`src/hdl/rvalu_pkg.sv`:
```
// rvalu_pkg: shared types and constants for the rv32im alu
// no dependencies
package rvalu_pkg;
    localparam int XLEN = 32;
    localparam int CELLS = XLEN + 1;

    typedef enum logic [3:0] {
        OP_ADD  = 4'd0,
        OP_SUB  = 4'd1,
        OP_AND  = 4'd2,
        OP_OR   = 4'd3,
        OP_XOR  = 4'd4,
        OP_SLL  = 4'd5,
        OP_SRL  = 4'd6,
        OP_SLT  = 4'd7,
        OP_SLTU = 4'd8,
        OP_MUL  = 4'd9,
        OP_DIV  = 4'd10,
        OP_REM  = 4'd11,
        OP_NONE = 4'd12
    } op_t;

    localparam logic [2:0] F3_ADD  = 3'd0;
    localparam logic [2:0] F3_SLL  = 3'd1;
    localparam logic [2:0] F3_SLT  = 3'd2;
    localparam logic [2:0] F3_SLTU = 3'd3;
    localparam logic [2:0] F3_XOR  = 3'd4;
    localparam logic [2:0] F3_SRL  = 3'd5;
    localparam logic [2:0] F3_OR   = 3'd6;
    localparam logic [2:0] F3_AND  = 3'd7;
    localparam logic [6:0] F7_BASE = 7'd0;
    localparam logic [6:0] F7_MEXT = 7'd1;
    localparam logic [6:0] F7_SUB  = 7'd32;
    localparam logic [2:0] CLS_ADD = 3'd0;
    localparam logic [2:0] CLS_SUB = 3'd1;

    // payload carried from cell to cell
    typedef struct packed {
        logic             valid;
        op_t              op;
        logic [XLEN-1:0]  res;     // finished result for non-divide ops
        logic [XLEN-1:0]  rem;     // partial remainder
        logic [XLEN-1:0]  quo;     // dividend bits shifting out, quotient in
        logic [XLEN-1:0]  dvs;     // divisor magnitude
        logic             neg_q;
        logic             neg_r;
        logic             dz;
        logic [XLEN-1:0]  a;
    } cell_t;
endpackage

```
`src/hdl/rvalu_back.sv`:
```
// rvalu_back: sign fix, special cases and zero flag at the end of the row
// depends on rvalu_pkg
module rvalu_back (
    input  rvalu_pkg::cell_t          cell_in,
    output logic [rvalu_pkg::XLEN-1:0] result,
    output logic                      zero
);
    import rvalu_pkg::*;

    always_comb begin
        case (cell_in.op)
            OP_DIV: begin
                if (cell_in.dz) result = '1;
                else result = cell_in.neg_q ? (~cell_in.quo + 1'b1) : cell_in.quo;
            end
            OP_REM: begin
                if (cell_in.dz) result = cell_in.a;
                else result = cell_in.neg_r ? (~cell_in.rem + 1'b1) : cell_in.rem;
            end
            default: result = cell_in.res;
        endcase
    end

    assign zero = (result == '0);
endmodule

```
`config.mk`:
```
export PLATFORM = sky130hd
export DESIGN_NAME = rvalu_back
export DESIGN_NICKNAME = d
export VERILOG_FILES = /design/src/hdl/rvalu_pkg.sv /design/src/hdl/rvalu_back.sv
export SDC_FILE = /design/constraint.sdc
export NUM_CORES = 1
export LEC_CHECK = 0
export BUFFER_PORTS_ARGS = -buffer_cell sky130_fd_sc_hd__buf_2
export CAP_MARGIN = 20
export CORE_UTILIZATION = 40
export DETAILED_ROUTE_END_ITERATION = 8
export PLACE_DENSITY = 0.86
export SKIP_LAST_GASP = 1
export SYNTH_ARGS = -nofsm -noshare
export SYNTH_HDL_FRONTEND = slang
export SYNTH_SLANG_ARGS = --single-unit
```
`constraint.sdc`:
```
create_clock -name vclk -period 4.57
set_clock_uncertainty 0.05 [all_clocks]
set_input_delay 0.6855 -clock vclk [all_inputs]
set_output_delay 0.6855 -clock vclk [all_outputs]
set_load 0.02 [all_outputs]
```
==> flow_summary.toml <==
[timing]
fin_crit_ns = 4.37
fin_hold_ws_ns = 1.68
fin_tns_setup_ns = 0
slew_headroom_pct = 50.8
setup_slack_ns = 0.196
hold_viol = 0
fin_crit_sh_pct = 95.7
setup_viol = 0
fmax_ghz = 0.229
rsz0062_at_grt = "false"
drv_slew = 0
tightest_slew_ns = 0.731

[floorplanning]
die_area_sq_mm = 0.00732
start_util_pct = 41.3
die_width_um = 85.5
die_h_um = 85.5
io_pins = 201
coreArea_sq_mm = 0.00676
row_count = 30

[place]
gp_congestion = 1.03
portBuffers = 168
preCtsSetupSlack_ns = 0.233
hpwl_um = 9720

[worst_hold_path]
whs_endpoint = "result[0]"
hp-class = "input port to output pin"
hp-start = "cell_in[131]"
min_path_cells = 3

[layout]
seq_cells = 0
fin_nets = 749
final_core_util_pct = 55.0
layout_common_cells = "buf_2, nor2_1, xor2_1, nand2_1, o21ai_0"
final_common_cell = "buf_2"
clock_buffer_count = 0
regArea_sq_um = 0
drive_gt1_share_pct = 35.6
area_growth_pct = 33.1
antennaDiodeCount = 0

[yosys]
ys_types = 72
syn_area_sq_mm = 0.00279
ys_seq_area_share_pct = 0
syn_nets = 595
yosysWarnings = 0
avgSynthCellArea_sq_um = 6.58
syn_inst = 424

[routing]
maxUsedRoutingLayer = "met4"
via_per_inst = 6.46
routed_wl_um = 11900
met1Wirelength_um = 4840
drt_pass1_iterations = 6
drcViolationCount = 0
dr_wl_met2_um = 5490
drtIter0Drc = 419
num_vias = 4241
detail_route.wl_per_cell_um = 18.2
ant_nets = 0
wl_met3_um = 1270

[pwr]
total_leakage_power_nw = 1.55
power_density_mw_per_mm2 = 94.4
finalPower_uw = 351
ir_drop_v = 0.0000446

[setup_path]
critical_path.cell_chain = "buf_2, inv_1, ha_1, or3b_2, nand3b_1, nor3b_1, a211oi_1, or4b_1, or4_1, nor4b_1, and4b_1, buf_2"
crit_path_end_kind = "output pin"
path_max_fanout = 4
arrival_ns = 3.64
cp-start-kind = "input port"
worstPathRequired_ns = 3.83
critPathMaxStageDelay_ns = 0.54
critPathMostFrequentCell = "buf_2"
critPathKind = "input port to output pin"
cpMaxStageDelayCell = "or4b_1"

[run]
maxCapViolations = 0

[status]
status = "finished clean"

[grt]
grt_usage_pct = 31.0
antenna_found_initial = 0
grt-ovfl-total = 0
grt_max_degree = 33
grt_first_pass_wirelength_um = 18500
first_global_vias = 3883

[clock_network]
cts_setup_buffers = 0
==> per-stage QoR <==
stage	cells	cell area [sq um]
2_1_floorplan	424	2790
3_3_place_gp	656	3710
3_5_place_dp	656	3710
4_1_cts	656	3710
5_1_grt	656	3720
6_report	656	3720
==> worst max path at each step <==
stage                      from  endpoint  slack [ns]  cells past startpoint
floorplan           cell_in[99]      zero        0.61                     10
global placement    cell_in[99]      zero        0.31                     12
detailed placement  cell_in[99]      zero        0.23                     12
CTS                 cell_in[99]      zero        0.22                     12
global route        cell_in[99]      zero       0.008                     12
finish              cell_in[99]      zero        0.20                     12
==> cell families after synthesis <==
| logic type | after synthesis | synth area share [%] |
|---|---|---|
| AO/OA/AOI/OAI | 154 | 40.1 |
| buffers and inverters | 43 | 6.86 |
| adder cells (fa/ha/maj) | 3 | 1.34 |
| multiplexers | 8 | 2.91 |
| AND/OR/NAND/NOR | 173 | 35.3 |
| XOR/XNOR | 43 | 13.5 |
==> synthesized netlist by cell type (4+ instances only) <==
cell type	number	share of area [%]
xnor2_1	12	3.8
o41ai_1	16	5.0
buf_1	5	0.67
a31oi_1	4	0.90
a21oi_1	18	3.2
inv_1	8	1.1
xor2_1	31	9.7
a32oi_1	5	1.6
a221oi_1	5	1.6
nand4_1	10	2.2
buf_4	5	1.3
mux2i_1	7	2.5
nor3_1	18	3.2
o21ai_0	30	5.4
or2_2	4	0.90
o211ai_1	7	1.9
or3_1	14	3.1
nand2_1	29	3.9
nand2b_1	10	2.2
o221ai_1	9	2.8
nor3b_1	5	1.3
nand3_1	4	0.72
o21ai_1	6	1.1
nor2b_1	5	1.1
nor4_1	13	2.9
nor2_1	32	4.3
o31ai_1	17	4.6
a211oi_1	5	1.3
clkbuf_1	20	2.7
==> critical path, delay by kind of cell <==
family,cells,cell delay [ns]
AND/OR/NAND/NOR,7,2.34
buffers and inverters,3,0.34
adder cells (fa/ha/maj),1,0.20
AO/OA/AOI/OAI,1,0.09
==> metal layers <==
layer,vias up,global-route usage [%]
met5,-,0
met4,0,8.48
met3,36,3.66
met2,315,52.0
met1,1899,42.0
li1,1991,-
==> power by group <==
| part | total (mW) | internal [mW] | switching, mW |
|---|---|---|---|
| Sequential | 0 | 0 | 0 |
| Combinational | 0.351 | 0.139 | 0.212 |
| Clock | 0 | 0 | 0 |
==> area by class of cell <==
| type | count | area [sq um] |
|---|---|---|
| Fill cell | 679 | 3040 |
| Multi-Input combinational cell | 381 | 2610 |
| Inverter | 9 | 33.8 |
| Tap cell | 80 | 100 |
| Timing Repair Buffer | 186 | 976 |
==> repair_timing <==
action	4_1_cts	5_1_grt
endpoints found under the hold margin	0	0
gates resized for setup	0	2
endpoints found under the setup margin	0	1
hold buffers	0	0
Power figures use the tool's default switching activity.
