**src/hdl/rvalu_pkg.sv**
```systemverilog
// rvalu_pkg: shared types and constants for the rv32im alu
// no dependencies
package rvalu_pkg;
    localparam int XLEN = 32;
    localparam int CELLS = XLEN + 1;

    typedef enum logic [3:0] {
        OP_ADD  = 4'd0,
        OP_SUB  = 4'd1,
        OP_AND  = 4'd2,
        OP_OR   = 4'd3,
        OP_XOR  = 4'd4,
        OP_SLL  = 4'd5,
        OP_SRL  = 4'd6,
        OP_SLT  = 4'd7,
        OP_SLTU = 4'd8,
        OP_MUL  = 4'd9,
        OP_DIV  = 4'd10,
        OP_REM  = 4'd11,
        OP_NONE = 4'd12
    } op_t;

    localparam logic [2:0] F3_ADD  = 3'd0;
    localparam logic [2:0] F3_SLL  = 3'd1;
    localparam logic [2:0] F3_SLT  = 3'd2;
    localparam logic [2:0] F3_SLTU = 3'd3;
    localparam logic [2:0] F3_XOR  = 3'd4;
    localparam logic [2:0] F3_SRL  = 3'd5;
    localparam logic [2:0] F3_OR   = 3'd6;
    localparam logic [2:0] F3_AND  = 3'd7;
    localparam logic [6:0] F7_BASE = 7'd0;
    localparam logic [6:0] F7_MEXT = 7'd1;
    localparam logic [6:0] F7_SUB  = 7'd32;
    localparam logic [2:0] CLS_ADD = 3'd0;
    localparam logic [2:0] CLS_SUB = 3'd1;

    // payload carried from cell to cell
    typedef struct packed {
        logic             valid;
        op_t              op;
        logic [XLEN-1:0]  res;     // finished result for non-divide ops
        logic [XLEN-1:0]  rem;     // partial remainder
        logic [XLEN-1:0]  quo;     // dividend bits shifting out, quotient in
        logic [XLEN-1:0]  dvs;     // divisor magnitude
        logic             neg_q;
        logic             neg_r;
        logic             dz;
        logic [XLEN-1:0]  a;
    } cell_t;
endpackage

```
**src/hdl/rvalu_front.sv**
```systemverilog
// rvalu_front: decode and combinational non-divide ops, feeds the divider cell row
// depends on rvalu_pkg
module rvalu_front (
    input  logic                     aclk,
    input  logic                     aresetn,
    input  logic                     en,
    input  logic                     in_valid,
    input  logic [2:0]               op_class,
    input  logic [2:0]               funct3,
    input  logic [6:0]               funct7,
    input  logic [rvalu_pkg::XLEN-1:0] operand_a,
    input  logic [rvalu_pkg::XLEN-1:0] operand_b,
    output rvalu_pkg::cell_t         cell_out
);
    import rvalu_pkg::*;

    op_t             op;
    logic [XLEN-1:0] res;
    logic [XLEN-1:0] ua;
    logic [XLEN-1:0] ub;
    logic [2*XLEN-1:0] prod;
    cell_t           cell_reg;
    cell_t           cell_next;

    always_comb begin
        op = OP_NONE;
        if (op_class == CLS_ADD) begin
            op = OP_ADD;
        end else if (op_class == CLS_SUB) begin
            op = OP_SUB;
        end else if (funct7 == F7_MEXT && funct3 == F3_ADD) begin
            op = OP_MUL;
        end else if (funct7 == F7_MEXT && funct3 == F3_XOR) begin
            op = OP_DIV;
        end else if (funct7 == F7_MEXT && funct3 == F3_OR) begin
            op = OP_REM;
        end else begin
            unique case (funct3)
                F3_ADD: begin
                    if (funct7 == F7_BASE) op = OP_ADD;
                    else if (funct7 == F7_SUB) op = OP_SUB;
                    else op = OP_NONE;
                end
                F3_AND:  op = OP_AND;
                F3_OR:   op = OP_OR;
                F3_XOR:  op = OP_XOR;
                F3_SLL:  op = OP_SLL;
                F3_SRL:  op = OP_SRL;
                F3_SLT:  op = OP_SLT;
                F3_SLTU: op = OP_SLTU;
                default: op = OP_NONE;
            endcase
        end
    end

    assign prod = operand_a * operand_b;
    assign ua = operand_a[XLEN-1] ? (~operand_a + 1'b1) : operand_a;
    assign ub = operand_b[XLEN-1] ? (~operand_b + 1'b1) : operand_b;

    always_comb begin
        case (op)
            OP_ADD:  res = operand_a + operand_b;
            OP_SUB:  res = operand_a - operand_b;
            OP_AND:  res = operand_a & operand_b;
            OP_OR:   res = operand_a | operand_b;
            OP_XOR:  res = operand_a ^ operand_b;
            OP_SLL:  res = operand_a << operand_b[4:0];
            OP_SRL:  res = operand_a >> operand_b[4:0];
            OP_SLT:  res = {{(XLEN-1){1'b0}}, ($signed(operand_a) < $signed(operand_b))};
            OP_SLTU: res = {{(XLEN-1){1'b0}}, (operand_a < operand_b)};
            OP_MUL:  res = prod[XLEN-1:0];
            default: res = '0;
        endcase
    end

    always_comb begin
        cell_next.valid = in_valid;
        cell_next.op    = op;
        cell_next.res   = res;
        cell_next.rem   = '0;
        cell_next.quo   = ua;
        cell_next.dvs   = ub;
        cell_next.neg_q = operand_a[XLEN-1] ^ operand_b[XLEN-1];
        cell_next.neg_r = operand_a[XLEN-1];
        cell_next.dz    = (operand_b == '0);
        cell_next.a     = operand_a;
    end

    always_ff @(posedge aclk) begin
        if (!aresetn) begin
            cell_reg.valid <= 1'b0;
        end else if (en) begin
            cell_reg <= cell_next;
        end
    end

    assign cell_out = cell_reg;
endmodule

```
**config.mk**
```make
export PLATFORM = sky130hd
export DESIGN_NAME = rvalu_front
export DESIGN_NICKNAME = d
export VERILOG_FILES = /design/src/hdl/rvalu_pkg.sv /design/src/hdl/rvalu_front.sv
export SDC_FILE = /design/constraint.sdc
export NUM_CORES = 2
export LEC_CHECK = 0
export BUFFER_PORTS_ARGS = -buffer_cell sky130_fd_sc_hd__buf_2
export CORE_ASPECT_RATIO = 1.2
export CORE_UTILIZATION = 62
export CTS_CLUSTER_SIZE = 10
export DETAILED_ROUTE_END_ITERATION = 12
export PLACE_DENSITY_LB_ADDON = 0.05
export SYNTH_ARGS = -nofsm -noshare
export SYNTH_HDL_FRONTEND = slang
export SYNTH_SLANG_ARGS = --single-unit
```
**constraint.sdc**
```tcl
create_clock -name aclk -period 13.8 [get_ports aclk]
set_input_delay 3.45 -clock aclk [delete_from_list [all_inputs] [get_ports aclk]]
set_output_delay 3.45 -clock aclk [all_outputs]
set_load 0.005 [all_outputs]
```
==> flow_summary.json <==
{
  "critical_path.startpoint": "operand_a[6]",
  "die_area_sq_um": 46900,
  "tritoncts": "built",
  "flow.area_growth_from_synthesis_pct": 6.27,
  "cts_num_sinks": 134,
  "fmax_mhz": 88.5,
  "core_area_sq_um": 45100,
  "drt_first_iter_violations": 4381,
  "timing_max_transition_violations_final": 0,
  "post_cts_clock_slew_at_the_launch_and_capture_registers_of_the_worst_setup_and_hold_paths_ns": 0.09,
  "grt_first_pass_wirelength_mm": 179,
  "ctsLongestPathBuffers": 2,
  "vias_per_cell": 6.87,
  "grt.total_usage": 0.540,
  "io_buf_count": 216,
  "r2r-start": "cell_out[167]",
  "worstMarginPinSlew_ns": 1.19,
  "synth.lib_cells_used.distinct": 94,
  "holdCritPathClass": "flop to flop",
  "postSynth.asyncResetShare": 0,
  "grt_antenna_before_repair": 3,
  "layout_worst_path_cycle_share": 0.819,
  "fillerInstances": 3582,
  "crit_path_max_fanout": 20,
  "yosys_warnings": 0,
  "status": "finished clean",
  "wl_per_cell_um": 31.5,
  "worst_setup_path_end_kind": "flop",
  "cts_hold_repair.buffers": 0,
  "layout.nets": 4034,
  "post_cts_setup_repair_buffer_count": 0,
  "die-width_um": 198,
  "worstSetupPathType": "input port to flop",
  "worst-endpoint-arrival_ns": 11.52,
  "io_pins": 249,
  "yosys_register_bits": 134,
  "cts.repair.resized": 0,
  "drt_wl_total_mm": 124,
  "hold_path_end": "cell_out[167]",
  "crit_path_start_kind": "input port",
  "drtPass1Iterations": 8,
  "post_route_cells_drive_above_1_share": 0.120,
  "worst_clock_skew_ns": 0,
  "first_global_vias": 27700,
  "hold_violations": 0,
  "setup-tns-final_ns": 0,
  "critPathRequiredTime_ns": 14.02,
  "synth_seq_area_share": 0.141,
  "regToRegEndpoint": "cell_out[167]",
  "max_ffs_per_register": 134,
  "clock_buffer_count_from_cts": 17,
  "timing.reg2reg.worst_path_depth": 2,
  "clock_tree.htree_level_count": 4,
  "syn-instance-count": 3249,
  "finalSetupViolCount": 0,
  "std_cell_rows": 85,
  "timing.hold.worst.start": "cell_out[167]",
  "synth_enable_flop_cells": 133,
  "synth_area_per_cell_sq_um": 8.79,
  "synth_flop_cell": "edfxtp_1",
  "cap_violations": 0,
  "gpl.final_weighted_congestion": 1.11,
  "drcViolationCount": 0,
  "clkLatencyLatePin_ns": 0.47,
  "pin_count_of_the_biggest_net_entering_global_routing": 71,
  "hpwlAfterDp_mm": 90.9,
  "root_buffer": "clkbuf_16",
  "postRouteAntennaNets": 0,
  "initial_core_util": 0.633,
  "grt_setup_unrepaired": "no",
  "worstHoldPathCells": 2,
  "layout_min_cycle_time_ns": 11.30,
  "synth.cell_area_sq_um": 28500,
  "pre_cts_ws_ns": 2.23,
  "die_y_um": 237,
  "timing.reg2reg.setup_slack_ns": 13.15,
  "grt-ovfl-total": 0,
  "final.setup.worst_slack_ns": 2.50,
  "max-slew-margin-rel": 0.199,
  "vias": 27100
}
## routing by layer
metal	GRT usage	wire (um)
met3	0.219	20400
met5	0	0
met2	0.774	51500
met1	0.641	39400
met4	0.424	13000
## metrics by stage
| step | cells | hold WS (ns) | utilization | area (sq um) |
|---|---|---|---|---|
| finish | 3946 | 0.567 | 0.673 | 30300 |
| detailed placement | 3911 | 0.576 | 0.660 | 29700 |
| global route | 3943 | 0.622 | 0.673 | 30300 |
| global placement | 3911 | 0.504 | 0.660 | 29700 |
| CTS | 3943 | 0.590 | 0.673 | 30300 |
| floorplan | 3280 | 0.507 | - | 28700 |
## final cells by class
type                    count  area (sq um)  area share
diodes                      3          7.51    0.000247
clock buffers              17           425      0.0140
clock inverters            15           160     0.00528
inverters                 478          1790      0.0591
multi-input cells        2420         21700       0.715
flip-flops and latches    134          4010       0.132
well taps                 609           762      0.0251
repair buffers            270          1490      0.0492
## cell usage after synthesis, types with 7 or more instances
library cell | number | share of area
o31ai_1 | 23 | 0.0060
a221oi_1 | 17 | 0.0052
xnor2_1 | 145 | 0.044
inv_1 | 458 | 0.060
a31oi_1 | 17 | 0.0037
inv_2 | 13 | 0.0017
o211ai_1 | 25 | 0.0066
nand2b_1 | 18 | 0.0039
nand4_1 | 14 | 0.0031
ha_1 | 222 | 0.097
a211oi_1 | 14 | 0.0037
a21oi_1 | 126 | 0.022
buf_4 | 36 | 0.0095
mux2i_1 | 36 | 0.013
nor3_1 | 35 | 0.0061
nand2_1 | 330 | 0.043
edfxtp_1 | 133 | 0.14
nor2b_1 | 13 | 0.0028
o21ai_1 | 30 | 0.0053
clkbuf_1 | 144 | 0.019
o21bai_1 | 15 | 0.0039
nand3_1 | 27 | 0.0047
clkbuf_8 | 8 | 0.0039
or3_1 | 24 | 0.0053
xor2_1 | 19 | 0.0058
a222oi_1 | 12 | 0.0042
buf_2 | 24 | 0.0042
fa_1 | 410 | 0.29
nor4_1 | 10 | 0.0022
o22ai_1 | 13 | 0.0028
a21o_1 | 26 | 0.0068
o21ai_0 | 99 | 0.017
nor2_1 | 475 | 0.062
o41ai_1 | 8 | 0.0025
mux4_2 | 53 | 0.042
clkinv_1 | 7 | 0.00092
buf_1 | 32 | 0.0042
o221ai_1 | 10 | 0.0031
and3_1 | 7 | 0.0015
## logic make-up after synthesis
logic type / count (synthesis) / share of synthesized area
xor gates and xnor gates: 164 / 0.0503
DFF: 134 / 0.141
buffers and inverters: 726 / 0.105
other: 1 / 0.000131
adders and majority gates: 632 / 0.385
and+or+nand+nor: 987 / 0.145
muxes: 92 / 0.0556
AOI/OAI and AO/OA: 513 / 0.119
## layout by cell type (no fill, tap or decap), drive strengths merged, types with 17 or more instances in the layout
| master | count |
|---|---|
| a21o | 26 |
| a21oi | 126 |
| a221oi | 17 |
| a31oi | 17 |
| buf | 270 |
| clkbuf | 17 |
| conb | 32 |
| edfxtp | 133 |
| fa | 410 |
| ha | 222 |
| inv | 480 |
| mux2i | 36 |
| mux4 | 53 |
| nand2 | 330 |
| nand2b | 18 |
| nand3 | 27 |
| nor2 | 477 |
| nor3 | 36 |
| o211ai | 26 |
| o21ai | 130 |
| o31ai | 24 |
| or3 | 25 |
| xnor2 | 145 |
| xor2 | 19 |
## worst max-delay path, cell delays in order
cell	delay [ns]
buf_2	0.54
clkinv_1	0.66
nor2_1	0.33
fa_1	0.43
inv_1	0.08
fa_1	0.18
inv_1	0.06
fa_1	0.48
inv_1	0.05
fa_1	0.48
inv_1	0.05
fa_1	0.50
inv_1	0.05
fa_1	0.53
inv_1	0.05
fa_1	0.49
fa_1	0.42
ha_1	0.35
and3_1	0.24
a221o_1	0.35
a31o_1	0.22
nor2b_1	0.16
a211o_1	0.28
a211oi_2	0.29
o21bai_1	0.09
a21oi_1	0.19
xnor2_1	0.12
a221o_1	0.37
## worst max-delay path by stage
stage               endpoint  slack, ns
2_1_floorplan  cell_out[162]       2.28
3_3_place_gp   cell_out[161]       2.32
3_5_place_dp   cell_out[162]       2.23
4_1_cts        cell_out[162]       2.70
5_1_grt        cell_out[162]       2.29
6_report       cell_out[162]       2.50
Power is not shown: default switching activity piles up to over one toggle a cycle in this logic, so the estimate is an artifact.
