File: config.mk
export PLATFORM = sky130hd
export DESIGN_NAME = rvalu_cell
export DESIGN_NICKNAME = d
export VERILOG_FILES = /design/src/hdl/rvalu_pkg.sv /design/src/hdl/rvalu_cell.sv
export SDC_FILE = /design/constraint.sdc
export NUM_CORES = 1
export LEC_CHECK = 0
export ABC_AREA = 1
export BUFFER_PORTS_ARGS = -buffer_cell sky130_fd_sc_hd__buf_2
export CAP_MARGIN = 20
export CORE_AREA = 2 2 132 134
export CTS_BUF_LIST = sky130_fd_sc_hd__clkbuf_16
export DETAILED_ROUTE_END_ITERATION = 6
export DIE_AREA = 0 0 134 136
export PLACE_DENSITY = 0.86
export SETUP_SLACK_MARGIN = 0.2
export SYNTH_ARGS = -nofsm -noshare
export SYNTH_HDL_FRONTEND = slang
export SYNTH_SLANG_ARGS = --single-unit
File: constraint.sdc
create_clock -name aclk -period 7 [get_ports aclk]
set_clock_uncertainty 0.1 [all_clocks]
set_input_delay 1.05 -clock aclk [delete_from_list [all_inputs] [get_ports aclk]]
set_output_delay 1.05 -clock aclk [all_outputs]
set_load 0.005 [all_outputs]
File: src/hdl/rvalu_pkg.sv
// rvalu_pkg: shared types and constants for the rv32im alu
// no dependencies
package rvalu_pkg;
    localparam int XLEN = 32;
    localparam int CELLS = XLEN + 1;

    typedef enum logic [3:0] {
        OP_ADD  = 4'd0,
        OP_SUB  = 4'd1,
        OP_AND  = 4'd2,
        OP_OR   = 4'd3,
        OP_XOR  = 4'd4,
        OP_SLL  = 4'd5,
        OP_SRL  = 4'd6,
        OP_SLT  = 4'd7,
        OP_SLTU = 4'd8,
        OP_MUL  = 4'd9,
        OP_DIV  = 4'd10,
        OP_REM  = 4'd11,
        OP_NONE = 4'd12
    } op_t;

    localparam logic [2:0] F3_ADD  = 3'd0;
    localparam logic [2:0] F3_SLL  = 3'd1;
    localparam logic [2:0] F3_SLT  = 3'd2;
    localparam logic [2:0] F3_SLTU = 3'd3;
    localparam logic [2:0] F3_XOR  = 3'd4;
    localparam logic [2:0] F3_SRL  = 3'd5;
    localparam logic [2:0] F3_OR   = 3'd6;
    localparam logic [2:0] F3_AND  = 3'd7;
    localparam logic [6:0] F7_BASE = 7'd0;
    localparam logic [6:0] F7_MEXT = 7'd1;
    localparam logic [6:0] F7_SUB  = 7'd32;
    localparam logic [2:0] CLS_ADD = 3'd0;
    localparam logic [2:0] CLS_SUB = 3'd1;

    // payload carried from cell to cell
    typedef struct packed {
        logic             valid;
        op_t              op;
        logic [XLEN-1:0]  res;     // finished result for non-divide ops
        logic [XLEN-1:0]  rem;     // partial remainder
        logic [XLEN-1:0]  quo;     // dividend bits shifting out, quotient in
        logic [XLEN-1:0]  dvs;     // divisor magnitude
        logic             neg_q;
        logic             neg_r;
        logic             dz;
        logic [XLEN-1:0]  a;
    } cell_t;
endpackage

File: src/hdl/rvalu_cell.sv
// rvalu_cell: one restoring-division step, passes the item to the next cell
// depends on rvalu_pkg
module rvalu_cell (
    input  logic             aclk,
    input  logic             aresetn,
    input  logic             en,
    input  rvalu_pkg::cell_t cell_in,
    output rvalu_pkg::cell_t cell_out
);
    import rvalu_pkg::*;

    cell_t           cell_reg;
    cell_t           cell_next;
    logic [XLEN:0]   trial;
    logic [XLEN:0]   diff;

    assign trial = {cell_in.rem, cell_in.quo[XLEN-1]};
    assign diff  = trial - {1'b0, cell_in.dvs};

    always_comb begin
        cell_next = cell_in;
        if (!diff[XLEN]) begin
            cell_next.rem = diff[XLEN-1:0];
            cell_next.quo = {cell_in.quo[XLEN-2:0], 1'b1};
        end else begin
            cell_next.rem = trial[XLEN-1:0];
            cell_next.quo = {cell_in.quo[XLEN-2:0], 1'b0};
        end
    end

    always_ff @(posedge aclk) begin
        if (!aresetn) begin
            cell_reg.valid <= 1'b0;
        end else if (en) begin
            cell_reg <= cell_next;
        end
    end

    assign cell_out = cell_reg;
endmodule

==> results of run 1 <==
-- power groups by stage --
| stage | logic [mW] | clock network, mW | registers, mW |
|---|---|---|---|
| after floorplan | 0.244 | 0 | 1.25 |
| after global placement | 0.444 | 0 | 1.24 |
| after detailed placement | 0.453 | 0 | 1.24 |
| after CTS | 0.457 | 0.936 | 1.22 |
| after global routing | 0.509 | 0.969 | 1.22 |
| final | 0.455 | 0.928 | 1.22 |
-- cells by family after synthesis --
logic type / share of synthesized area
and+or+nand+nor: 0.218
AOI/OAI and AO/OA: 0.0254
adders and majority gates: 0.0508
xor gates and xnor gates: 0.0159
DFF: 0.608
buffers and inverters: 0.0818
-- layout make-up --
cell class	count	area, µm²
antenna	1	2.50
clock buffer	17	425
clock inverter	15	161
fill	1429	6100
inverter	161	609
multi-input combinational	521	2560
sequential	168	5030
tap	225	282
timing repair buffer	339	1700
-- final timing paths --
| check | cells past startpoint | slack, ns | start | endpoint |
|---|---|---|---|---|
| worst max register to register | 2 | 6.28 | cell_out[167] | cell_out[167] |
| worst max-delay path | 15 | 4.01 | cell_in[35] | cell_out[116] |
| worst min-delay path | 2 | 0.44 | cell_out[167] | cell_out[167] |
| worst min register to register | 2 | 0.44 | cell_out[167] | cell_out[167] |
-- stage by stage --
| stage | power [mW] | std cells |
|---|---|---|
| after floorplan | 1.50 | 856 |
| after global placement | 1.68 | 1414 |
| after detailed placement | 1.69 | 1414 |
| after CTS | 2.61 | 1446 |
| after global routing | 2.70 | 1446 |
| final | 2.60 | 1447 |
-- worst reg2reg max path: stages (launching register included) --
cell and delay [ns]:
dfxtp_1 0.32, o21ai_0 0.15, a21oi_1 0.05
-- layout by cell type, fill, tap and decap left out, drive strengths merged, types with 2 or more instances in the layout --
cell / n
clkbuf: 17
nand2: 346
nor2: 39
clkinv: 9
o21bai: 7
inv: 167
nand3: 31
xor2: 14
edfxtp: 167
or2: 2
ha: 32
nand4: 8
nor3: 6
buf: 339
and2: 4
a21oi: 26
nand3b: 2
-- per-layer routing --
metal	up-vias	share of wire	global-route usage
li1	3434	-	-
met1	3223	0.38	0.324
met2	277	0.49	0.471
met3	57	0.096	0.0910
met4	6	0.030	0.116
met5	-	0.0015	0
==> impl_results.md, run 1 <==
- Status: complete, no violations
- Final min period: 2.99 ns
- Slowest Stage Delay on Critical Path: 0.41 ns
- Slew headroom: 0.319
- Post-synth EDFFs: around 170
- Avg WL per Cell: 17.6 µm
- Syn Inst Count: ~860
- Largest fanout on the critical path: 33
- Clock share of power: 0.357
- Max VDD drop: ~0.16 mV
- Synth Cell Area: 0.00828 mm²
- Mean Syn Cell Area: 9.67 µm²
- Vias per cell: 4.84
- Ports: 339
- Hold buffers post-CTS: 0
- Ys async rst share: 0
- Worst-margin pin slew: 1.02 ns
- Routed vias: 6997
- Share of cells above drive strength 1: 0.324
- # port buffers: 338
- Total global routing overflow: 0
- Synth top area share: 0.606
- Synth top area cells: edfxtp_1 61%, nand2_1 15%, inv_1 7.2%
- Most frequent cell after synthesis: nand2_1
- CTS tree: done
- Core box area: between 0.015 and 0.02 mm²
- DRC Markers: 0
- Total nets after synthesis: 1060
- Clock sinks: 168
- Max reg flops: 168
- Die footprint: around 0.018 mm²
- Sw Ratio: 0.290
- Max_cap viols: 0
- Critical path class: in2reg
- Gr usage total: 0.277
- Die width: approximately 130 µm
- Setup TNS: 0 ns
- Finished Cell Area: 0.0108 mm²
- Clk buf depth: 2
- Synth cell count leaders: 328 x nand2_1, 167 x edfxtp_1, 159 x inv_1, 38 x nor2_1, 32 x ha_1
- RD Place Congestion: around 0.92
- DR iter-0 viols: approximately 500
- RSZ-0062 raised after global routing: false
- Place WS: 3.57 ns
- First-pass GRT wire length: 37.2 mm
- Setup violators final: 0
- Main synth FF type: edfxtp_1
- Element type at the critical path start: primary input
- Clock transition at path regs: roughly 0.07 ns
- Vias in the first global route: around 7000
- Cts bufs inserted: 17
- Final Hold Fails: 0
- Comb pwr share: 0.175
- Crit share post-route: 0.427
- Critical path's slowest cell: fa_1
- Leakage power total: about 5.5 nW
- Achievable Freq: 335 MHz
- Worst-path cell chain: buf_2, ha_1, fa_1, inv_1, nand2_1, nand2_1, nand3_1, nand2_2, nand2_2, nand2_2, nand2_2, nand3_1, nand2_4, nand2_1, nand2_1
- # rows: 48
- WHS: ~0.44 ns
- Hold crit path type: reg2reg
- Total Wirelength: 25.5 mm
- Post_cts resized: 0
- Net Sw Power: 0.756 mW
- Int Pwr: 1.85 mW
- Initial antenna violation count: 4
- Post-synthesis sequential area ratio: 0.608
- Buf/Inv on CP: 2
- Net count, final: 1412
- Arr. time, crit path: 3.07 ns
- H-tree levels: 4
- Post-route setup slack: 4.01 ns
- Largest net degree at the start of global routing: 88
- Skew-Pair Late Insertion Delay: 0.43 ns
- Synth Register Bits: 168
- Number of distinct library cells after synthesis: 28
- Syn. warnings: 0
- Setup Buffers After CTS: 0
- Critical Path RT: 7.08 ns
- Antenna-violating nets left: 0
- Placed instance area: 0.0102 mm²
- Crit-path leading delay family: simple AND/OR/NAND/NOR gates
- Die Y: 136 µm
- Reg power frac: 0.468
- Clock root cell: clkbuf_16
- Power Density: 241 mW/mm²
- CP Capture Type: register
- Final Max Tran Viols: 0
- TritonRoute pass-1 iters: 7
- Area Growth Syn to Fin: 30.2%
- Post-DP HPWL: 20.3 mm
- Starting Density: 0.490
- Post-synth top area cell: edfxtp_1
- Layout Utilization: 0.639
Note: power is estimated with default switching activity, not from simulation.
==> inputs of run 2 (changes only) <==
- CORE_AREA: 2 2 132 134 -> unset
- CORE_MARGIN: unset -> 2
- CORE_UTILIZATION: unset -> 49
- DIE_AREA: 0 0 134 136 -> unset
- PLACE_DENSITY: 0.86 -> 0.85
- clock period: 7 -> 3.1 ns (I/O delays scaled with it)
==> run 2 against run 1 <==
Against the previous run:
- design area rose by 0.29%
- setup slack got worse by 3.3 ns
- sequential power increased by 130%
- total power grew 130%
- die area is 1.5% lower
- register-to-register slack worse by 3.9 ns
- critical endpoint is now cell_out[111]
- critical path depth unchanged
- sequential share of layout area fell by 0.14 points
- count of clock-buffer cells in the layout unchanged
- final cell count decreased by 0.28%
- global-route usage up 0.35 points
- first-iteration DRC count shrank 10%
==> impl_results.md, run 2 (synthesis results as in run 1) <==
- Status: complete, no violations
- Max VDD drop: 0.381 mV
- Setup Buffers After CTS: 0
- Die width: 134 µm
- Critical Path RT: ~3.2 ns
- First-pass GRT wire length: 37.6 mm
- Placed instance area: about 0.010 mm²
- Placed instance count: 1410
- Clk buf depth: 2
- Max_cap viols: 0
- Clock sinks: between 150 and 200
- Hold buffers post-CTS: 0
- Layout Utilization: 0.654
- Final Hold Fails: 0
- Gr usage total: 0.280
- TritonRoute pass-1 iters: 7
- Avg WL per Cell: 17.7 µm
- Net count, final: 1413
- Cts bufs inserted: 17
- H-tree levels: 4
- Final Max Tran Viols: 0
- Total Wirelength: 25.5 mm
- Element type at the critical path start: primary input
- Slowest Stage Delay on Critical Path: 0.41 ns
- Largest net degree at the start of global routing: 109
- Hold crit path type: in2reg
- Vias per cell: between 4 and 5
- Critical path class: in2reg
- Commonest non-fill, non-tap cells in the layout: 338 x buf_2, 327 x nand2_1, 167 x edfxtp_1, 158 x inv_1, 38 x nor2_1
- Total global routing overflow: 0
- DRC Markers: 0
- Setup violators final: 0
- RSZ-0062 raised after global routing: false
- Power Density: roughly 540 mW/mm²
- Area Growth Syn to Fin: 30.6%
- Finished Cell Area: 0.0108 mm²
- Arr. time, crit path: 2.49 ns
- Achievable Freq: 416 MHz
- Post_cts resized: 0
- Die Y: 134 µm
- Antenna-violating nets left: 0
- Tot Pwr: 5.87 mW
- Share of cells above drive strength 1: 0.325
- Vias in the first global route: just under 7000
- Critical path's slowest cell: fa_1
- Fill count: roughly 1400
- Core box area: between 0.015 and 0.02 mm²
- # port buffers: 338
- Leakage power total: 5.51 nW
- Post-DP HPWL: ~20 mm
- Clock root cell: clkbuf_16
- DR iter-0 viols: 444
- Initial antenna violation count: 2
- CP Capture Type: register
- Clock transition at path regs: ~0.070 ns
- Die footprint: 0.0179 mm²
- Worst-path cell chain: buf_2, ha_1, fa_1, inv_1, nand2_1, nand2_1, nand3_1, nand2_2, nand2_2, nand2_2, nand2_2, nand3_1, nand2_4, nand2_1, nand2_1
- Buf/Inv on CP: 2
- Post-Layout Cell Count: 1443
- Final min period: 2.40 ns
- Starting Density: 0.501
- # rows: 47
- Routed vias: between 7000 and 8000
- Worst-margin pin slew: between 0.7 and 0.8 ns
- Slew headroom: 0.494
- Crit share post-route: 0.775
- Crit-path leading delay family: simple AND/OR/NAND/NOR gates
- RD Place Congestion: 0.928
- Largest fanout on the critical path: 33
- Setup TNS: 0 ns
- Max reg flops: 168
- Commonest non-fill, non-tap cell in the layout: buf_2
- Skew-Pair Late Insertion Delay: 0.43 ns
- Ports: 339
- CTS tree: done
run 2: layout make-up:
class                           instances  area (µm²)  area share
Sequential cell                       168        5030       0.466
Clock buffer                           17         425      0.0394
Timing Repair Buffer                  340        1720       0.159
Multi-Input combinational cell        521        2580       0.239
Antenna cell                            1        2.50    0.000232
Inverter                              161         608      0.0563
Clock inverter                         15         164      0.0152
Tap cell                              220         275      0.0255
run 2: report_power, final:
part	leakage (nW)	internal, mW	switching, mW
Clock	0.287	1.08	1.00
Combinational	3.66	0.392	0.643
Sequential	1.56	2.70	0.0468
run 2: stage by stage:
step                setup WS (ns)  hold WS, ns
finish                      0.696        0.105
global route                0.501       0.0796
CTS                         0.696       0.0893
detailed placement          0.280        0.437
global placement            0.381        0.423
floorplan                  -0.368        0.425
run 2: per-layer routing:
| layer | vias up | part of all wire | GRT usage |
|---|---|---|---|
| met5 | - | 0.00047 | 0 |
| met4 | 2 | 0.030 | 0.111 |
| met3 | 51 | 0.10 | 0.0899 |
| met2 | 328 | 0.49 | 0.479 |
| met1 | 3246 | 0.37 | 0.329 |
| li1 | 3441 | - | - |
run 2: final timing paths:
| path | cells past startpoint | from | slack, ns | endpoint |
|---|---|---|---|---|
| worst max-delay path | 15 | cell_in[35] | 0.70 | cell_out[111] |
| worst min-delay path | 1 | cell_in[21] | 0.11 | cell_out[21] |
| worst max register to register | 2 | cell_out[167] | 2.38 | cell_out[167] |
| worst min register to register | 2 | cell_out[167] | 0.44 | cell_out[167] |
run 2: worst reg2reg max path: stages, from the launching register on:
cell	delay, ns
dfxtp_1	0.31
o21ai_0	0.15
a21oi_1	0.05
==> inputs of run 3 (changes only) <==
- CORE_UTILIZATION: 49 -> 44
- PLACE_DENSITY: 0.85 -> 0.81
- clock period: 3.1 -> 2 ns (I/O delays scaled with it)
==> run 3 against run 2 <==
Against the previous run:
- the run now ends with DRC left
- wire length increased by 24%
- total power up 73%
- worst hold slack got worse by 0.085 ns
- via count rose by 18%
- first-iteration DRC count rose by 45%
- clock power is 61% higher
- non-clock buffer count grew 265
- setup slack worse by 0.58 ns
- flip-flop and latch count stayed put
- die area is 11% higher
- largest cell class unchanged
- combinational power rose by 150%
==> impl_results.md, run 3 (synthesis results as in run 1) <==
- Arr. time, crit path: 1.98 ns
- Routed vias: 8367
- Max VDD drop: about 0.60 mV
- H-tree levels: 4
- Layout Utilization: 0.750
- Worst-margin pin slew: 0.387 ns
- CP Capture Type: register
- Initial antenna violation count: 2
- Clk buf depth: 2
- CTS tree: done
- Antenna-violating nets left: 0
- Ports: 339
- # rows: 50
- Total global routing overflow: 0
- Place WS: -0.446 ns
- # port buffers: 338
- Placed instance count: 1547
- RSZ-0062 raised after global routing: true
- Starting Density: 0.445
- Skew-Pair Late Insertion Delay: 0.43 ns
- DR iter-0 viols: 643
- Hold crit path type: in2reg
- Setup violators final: 0
- Die footprint: 0.0199 mm²
- TritonRoute pass-1 iters: 7
- Die Y: between 100 and 150 µm
- Slew headroom: 0.742
- Max reg flops: 168
- Failing checks: DRC
- Achievable Freq: 530 MHz
- Critical path class: in2reg
- Die width: 141 µm
- Area Growth Syn to Fin: 68.4%
- WHS: about 0.02 ns
- Final min period: ~1.9 ns
- Net count, final: 1678
- Power Density: 730 mW/mm²
- Status: finished with violations
- First-pass GRT wire length: 45.2 mm
- Clock root cell: clkbuf_16
- Cts bufs inserted: 17
- Share of cells above drive strength 1: 0.431
- Critical Path RT: about 2.1 ns
- Commonest non-fill, non-tap cell in the layout: buf_2
- Post-Layout Cell Count: 1722
- Largest fanout on the critical path: 8
- Max_cap viols: 0
- Fill count: 1237
- Largest net degree at the start of global routing: 64
- Clock sinks: 168
- Hold Crit Depth: 3
- R2R depth: 2
- Final Hold Fails: 0
- Vias in the first global route: about 8400
- Final Max Tran Viols: 0
- Post-route setup slack: 0.113 ns
- Leakage power total: 6.91 nW
- RD Place Congestion: slightly above 0.9
- Post-DP HPWL: 21.6 mm
- Commonest non-fill, non-tap cells in the layout: 336 x buf_2, 267 x nand2_1, 167 x edfxtp_1, 154 x inv_1, 131 x dlygate4sd3_1
- Core box area: 0.0186 mm²
- Vias per cell: 4.86
- Tot Pwr: 10.2 mW
- Avg WL per Cell: 18.4 µm
- Total Wirelength: 31.6 mm
- Element type at the critical path start: primary input
- Crit share post-route: 0.943
- Gr usage total: 0.302
- Clock transition at path regs: 0.07 ns
- DRC Markers: 4
[run 3: cell count changes in the layout (fill, tap and decap cells not counted), moves of 16 or more]
cell           previous run  this run
ha_4                      0        17
dlygate4sd3_1             0       131
ha_1                     32        13
nand2_2                  15        57
nand2_4                   3        19
nand2_1                 327       267
buf_4                     1       124
[run 3: power breakdown]
part / switching (mW) / total, mW / internal (mW)
sequential: 0.0786 / 4.27 / 4.19
combinational: 1.33 / 2.56 / 1.23
clock: 1.66 / 3.35 / 1.70
total: 3.06 / 10.2 / 7.12
[run 3: final timing paths]
path	slack, ns	end	start
worst max register to register	1.17	cell_out[167]	cell_out[167]
worst min-delay path	0.02	cell_out[167]	cell_in[167]
worst min register to register	0.55	cell_out[167]	cell_out[167]
worst max-delay path	0.11	cell_out[101]	cell_in[98]
[run 3: what timing repair did]
| action | CTS | global route |
|---|---|---|
| buffers inserted | 5 | 2 |
| endpoints found under the setup margin | 33 | 33 |
| gates resized for setup | 67 | 66 |
| hold buffers | 131 | 0 |
| hold endpoints to repair | 131 | 0 |
| pin swaps | 13 | 18 |
| gates cloned | 1 | 3 |
[run 3: per-layer routing]
metal | GRT usage | wire length, µm | part of all wire | vias to the layer above
li1 | - | - | - | 3976
met3 | 0.0645 | 2220 | 0.070 | 78
met4 | 0.113 | 1170 | 0.037 | 2
met2 | 0.552 | 16300 | 0.52 | 378
met5 | 0 | 12 | 0.00038 | -
met1 | 0.346 | 11900 | 0.38 | 3933
[run 3: metrics by stage]
stage               setup TNS [ns]  instance area (µm²)
global placement            -11.30                11300
global route                     0                13900
finish                           0                13900
CTS                              0                13600
detailed placement          -13.44                11300
floorplan                  -221.52                 8340
[run 3: layout make-up]
cell class	count	area [µm²]	area share
Inverter	161	621	0.0445
Antenna cell	1	2.50	0.000180
Multi-Input combinational cell	521	3180	0.228
Tap cell	234	293	0.0210
Clock inverter	15	175	0.0126
Timing Repair Buffer	605	4200	0.301
Sequential cell	168	5030	0.361
Clock buffer	17	425	0.0305
[run 3: worst max-delay path, cell delays in order]
cell and delay (ns):
buf_12 0.09, inv_12 0.03, ha_4 0.15, fa_2 0.36
inv_2 0.08, nand2_2 0.05, nand2_2 0.06, nand3_2 0.07
nand2_2 0.08, nand2_2 0.05, nand2_2 0.08, nand2_4 0.08
nand3_4 0.11, nand2_8 0.09, clkbuf_16 0.18, nand2_2 0.05
nand2_1 0.05
